--- src/hdl/rlemj_pkg.sv ---
// ----------------------------------------------------------------------------
// rlemj_pkg
// Shared constants, codes and transaction types of the RLE merge-join probe.
// ----------------------------------------------------------------------------
package rlemj_pkg;

   localparam int RUN_SLOTS   = 1024;
   localparam int ORDER_SLOTS = 4096;
   localparam int MAX_RUN     = 64;

   localparam int KEY_W    = 32;
   localparam int LEN_W    = 7;
   localparam int RUN_AW   = $clog2(RUN_SLOTS);
   localparam int RUN_CW   = $clog2(RUN_SLOTS + 1);
   localparam int ORDER_AW = $clog2(ORDER_SLOTS);
   localparam int ORDER_CW = $clog2(ORDER_SLOTS + 1);

   localparam logic [1:0] OP_LOAD_RUN   = 2'd0;
   localparam logic [1:0] OP_LOAD_ORDER = 2'd1;
   localparam logic [1:0] OP_PROBE      = 2'd2;

   typedef struct packed {
      logic [1:0]       op;
      logic [KEY_W-1:0] key_value;
      logic [LEN_W-1:0] run_length;
   } req_type;

   typedef struct packed {
      logic [KEY_W-1:0] customer_key;
      logic [KEY_W-1:0] order_key;
      logic             last_row;
   } rsp_type;

   typedef struct packed {
      logic accept;
      logic run_rd;
      logic finish_run;
      logic row_rd;
      logic row_emit;
      logic row_next;
   } rlemj_cmd_type;

   typedef struct packed {
      logic runs_left;
      logic key_gt;
      logic key_eq;
      logic rl_zero;
      logic row_last;
      logic rsp_free;
   } rlemj_status_type;

endpackage

--- src/hdl/rlemj_ctrl.sv ---
// ----------------------------------------------------------------------------
// rlemj_ctrl
// Sequencer: accepts transactions, walks runs and emits matched rows.
// ----------------------------------------------------------------------------
module rlemj_ctrl
   import rlemj_pkg::*;
(
   input  logic             clock,
   input  logic             reset,
   input  logic             req_valid,
   output logic             req_ready,
   input  logic [1:0]       req_op,
   input  rlemj_status_type status,
   output rlemj_cmd_type    cmd
);

   localparam logic [2:0] ST_IDLE     = 3'd0;
   localparam logic [2:0] ST_FETCH    = 3'd1;
   localparam logic [2:0] ST_COMPARE  = 3'd2;
   localparam logic [2:0] ST_ROW_READ = 3'd3;
   localparam logic [2:0] ST_ROW_EMIT = 3'd4;

   logic [2:0] state_ff, state_in;

   always_comb begin
      state_in  = state_ff;
      cmd       = '0;
      req_ready = 1'b0;
      case (state_ff)
         ST_IDLE: begin
            req_ready = 1'b1;
            if (req_valid) begin
               cmd.accept = 1'b1;
               if (req_op == OP_PROBE) begin
                  state_in = ST_FETCH;
               end
            end
         end
         ST_FETCH: begin
            if (status.runs_left) begin
               cmd.run_rd = 1'b1;
               state_in   = ST_COMPARE;
            end else begin
               state_in = ST_IDLE;
            end
         end
         ST_COMPARE: begin
            if (status.key_gt) begin
               cmd.finish_run = 1'b1;
               state_in       = ST_FETCH;
            end else if (status.key_eq && status.rl_zero) begin
               cmd.finish_run = 1'b1;
               state_in       = ST_IDLE;
            end else if (status.key_eq) begin
               state_in = ST_ROW_READ;
            end else begin
               state_in = ST_IDLE;
            end
         end
         ST_ROW_READ: begin
            cmd.row_rd = 1'b1;
            state_in   = ST_ROW_EMIT;
         end
         ST_ROW_EMIT: begin
            if (status.rsp_free) begin
               cmd.row_emit = 1'b1;
               if (status.row_last) begin
                  cmd.finish_run = 1'b1;
                  state_in       = ST_IDLE;
               end else begin
                  cmd.row_next = 1'b1;
                  state_in     = ST_ROW_READ;
               end
            end
         end
         default: begin
            state_in = ST_IDLE;
         end
      endcase
   end

   always_ff @(posedge clock) begin
      if (reset) begin
         state_ff <= ST_IDLE;
      end else begin
         state_ff <= state_in;
      end
   end

endmodule

--- config.mk ---
export PLATFORM = sky130hd
export DESIGN_NAME = rlemj_ctrl
export DESIGN_NICKNAME = d
export VERILOG_FILES = /design/src/hdl/rlemj_pkg.sv /design/src/hdl/rlemj_ctrl.sv
export SDC_FILE = /design/constraint.sdc
export NUM_CORES = 1
export LEC_CHECK = 0
export BUFFER_PORTS_ARGS = -buffer_cell sky130_fd_sc_hd__buf_4
export CORE_AREA = 2 2 39 41
export DETAILED_ROUTE_END_ITERATION = 6
export DIE_AREA = 0 0 41 43
export GPL_TIMING_DRIVEN = 0
export SLEW_MARGIN = 20
export SYNTH_ARGS = -nofsm -noshare
export SYNTH_HDL_FRONTEND = slang
export SYNTH_SLANG_ARGS = --single-unit
--- constraint.sdc ---
create_clock -name clock -period 3.1 [get_ports clock]
set_input_delay 0.31 -clock clock [delete_from_list [all_inputs] [get_ports clock]]
set_output_delay 0.31 -clock clock [all_outputs]
set_load 0.03 [all_outputs]
==> load_flow_metrics.sql <==
INSERT INTO impl_metrics (metric_group, metric, value, unit) VALUES
('yosys', 'yosys_register_bits', '3', ''),
('global_route', 'grt_start_max_net_pins', '11', ''),
('timing', 'fin_hold_ws', '256.3', 'ps'),
('yosys', 'synth_top_cell_area_share', '0.2264', ''),
('clock_tree', 'cts-hold-fix-buffers', '0', ''),
('floorplan', 'placement_rows', '14', ''),
('worst_setup_path', 'critical_path.startpoint_type', 'flip-flop', ''),
('drt', 'detail_route.wirelength', '659', 'um'),
('power_and_ir_drop', 'pwr_density_cell', '317.4', 'nW/um^2'),
('clock_tree', 'clock_latency', '230', 'ps'),
('worst_setup_path', 'cp.arrival', '1350', 'ps'),
('floorplan', 'floorplan.core_area', '1384', 'um^2'),
('clock_tree', 'tritoncts', 'yes', ''),
('worst_setup_path', 'timing.critical_path.slowest_cell_delay', '340', 'ps'),
('clock_tree', 'clock_sink_count', '3', ''),
('drt', 'drt_drc_violations_left', '0', ''),
('yosys', 'yosysUniqueCellTypes', '23', ''),
('clock_tree', 'htreeDepth', '1', ''),
('yosys', 'synth_area_leader_cell', 'sky130_fd_sc_hd__dfxtp_1', ''),
('global_route', 'first_global_vias', '270', ''),
('yosys', 'avgSynthCellArea', '7.579', 'um^2'),
('clock_tree', 'postCtsResizedCells', '0', ''),
('place', 'post-dp-hpwl', '506.4', 'um'),
('yosys', 'number_of_cells_produced_by_synthesis', '35', ''),
('worst_setup_path', 'worst_path_max_delay_cell', 'sky130_fd_sc_hd__nor3_1', ''),
('clock_tree', 'cts_setup_buffers', '0', ''),
('drt', 'avgRoutedWirePerCell', '9.153', 'um'),
('clock_tree', 'tritoncts.num_buffers', '3', ''),
('place', 'placement.cell_area', '412.9', 'um^2'),
('clock_tree', 'buffer_depth_of_the_longest_clock_path', '2', ''),
('global_route', 'met1_usage', '0.09585', ''),
('timing', 'max_clock_freq', '0.6025', 'GHz'),
('drt', 'first_drt_iteration_drcs', '4', ''),
('floorplan', 'start_util', '0.1917', ''),
('cells_and_area', 'regMostFlops', 'state_ff', ''),
('hold_path', 'hp-class', 'input port to flip-flop', ''),
('worst_setup_path', 'critPathBufInv', '2', ''),
('timing', 'worst-slew-pin-transition', '343.3', 'ps'),
('cells_and_area', 'ff_latch_area', '60.06', 'um^2'),
('floorplan', 'die_h', '43', 'um'),
('timing', 'worst_clock_skew', '0.7587', 'ps'),
('cells_and_area', 'post-route-util', '0.3174', ''),
('global_route', 'number_of_antenna_violations_at_the_first_check_in_global_routing', '0', ''),
('run_status', 'outcome', 'finished, final reports clean', ''),
('yosys', 'synthTopCellsByCount', 'sky130_fd_sc_hd__a21oi_1, sky130_fd_sc_hd__dfxtp_1, sky130_fd_sc_hd__nand2_1, sky130_fd_sc_hd__nand3b_1', ''),
('yosys', 'post_synth_main_area_contributors', 'sky130_fd_sc_hd__dfxtp_1, sky130_fd_sc_hd__nand3b_1, sky130_fd_sc_hd__a21oi_1', ''),
('yosys', 'yosysWarningCount', '0', ''),
('global_route', 'grt_use_met3', '0.04712', ''),
('timing', 'post-route-period-util', '0.5354', ''),
('global_route', 'global_route.usage.met2', '0.1156', ''),
('global_route', 'wire_length_of_the_first_global_routing_pass', '966', 'um'),
('cells_and_area', 'multi_input_area', '176.4', 'um^2'),
('global_route', 'top_usage_layer', 'met2', ''),
('floorplan', 'die-width', '41', 'um'),
('drt', 'pre_repair_dr_iteration_count', '2', ''),
('place', 'globalplace.congestion', '0.7111', ''),
('clock_tree', 'path_clk_slew', '40', 'ps'),
('timing', 'max_slew_margin', '0.7694', ''),
('timing', 'period_needed', '1660', 'ps'),
('floorplan', 'io_pins', '18', ''),
('floorplan', 'floorplan.die_area', '1763', 'um^2'),
('clock_tree', 'clockRootBuffer', 'sky130_fd_sc_hd__clkbuf_4', ''),
('cells_and_area', 'num_antenna_cells', '0', ''),
('cells_and_area', 'nets', '68', ''),
('global_route', 'grt-ovfl-total', '0', ''),
('cells_and_area', 'reg_top3', 'state_ff: 3 flops', ''),
('drt', 'final_antenna_net_count', '0', ''),
('timing', 'tns', '0', 'ps'),
('cells_and_area', 'finalInstanceArea', '439.2', 'um^2'),
('cells_and_area', 'layout-drive-gt1-share', '0.4464', ''),
('worst_setup_path', 'cpLargestDelayFamily', 'simple AND/OR/NAND/NOR gates', '');
logic make-up (layout without fill, tap and decap cells):
family                 Yosys count  in the layout  share of synthesized area
AOI/OAI and AO/OA                8              8                     0.2122
buffers and inverters            5             26                     0.1085
DFF                              3              3                     0.2264
and+or+nand+nor                 19             19                     0.4528
cell usage in the layout, fill, tap and decap left out, drive strengths merged, types with 2 or more instances in the layout:
cell type / n
nand3b: 3
and3: 2
nor3: 2
nor2b: 2
nand2: 3
dfxtp: 3
inv: 2
buf: 19
a21oi: 3
or3b: 2
clkbuf: 5
routing by layer:
layer  up-vias  routed length (um)
met2        11                 309
li1        171                   -
met5         -                   0
met3         0                  53
met1       130                 295
met4         0                   0
report_power, final:
group,internal [mW],switching [mW],total [mW]
combinational,0.0175,0.0151,0.0326
clock,0.0481,0.0187,0.0668
sequential,0.0397,0.000322,0.0400
worst paths after layout:
check / slack (ps) / cells after the start / startpoint / to
max reg2reg: 1780 / 4 / state_ff[1]$_SDFFE_PP0P_ / state_ff[0]$_SDFFE_PP0P_
max: 1440 / 4 / state_ff[2]$_SDFFE_PP0P_ / cmd[5]
min reg2reg: 610 / 3 / state_ff[0]$_SDFFE_PP0P_ / state_ff[2]$_SDFFE_PP0P_
min: 260 / 2 / reset / state_ff[2]$_SDFFE_PP0P_
per-stage QoR:
| stage | worst slack [ps] | cells | power (mW) |
|---|---|---|---|
| finish | 1440 | 72 | 0.1394 |
| global placement | 1682 | 68 | 0.07312 |
| detailed placement | 1679 | 68 | 0.07342 |
| CTS | 1418 | 72 | 0.1439 |
| global route | 1343 | 72 | 0.1495 |
| floorplan | 1116 | 35 | 0.05692 |
final cells by class:
cell class / instances / area share
clock buffers: 4 / 0.05983
multi-input cells: 27 / 0.4017
inverters: 2 / 0.01709
plain buffers: 3 / 0.04843
repair buffers: 17 / 0.2906
flip-flops and latches: 3 / 0.1368
well taps: 16 / 0.04558
Note: power is estimated with default switching activity, not from simulation.
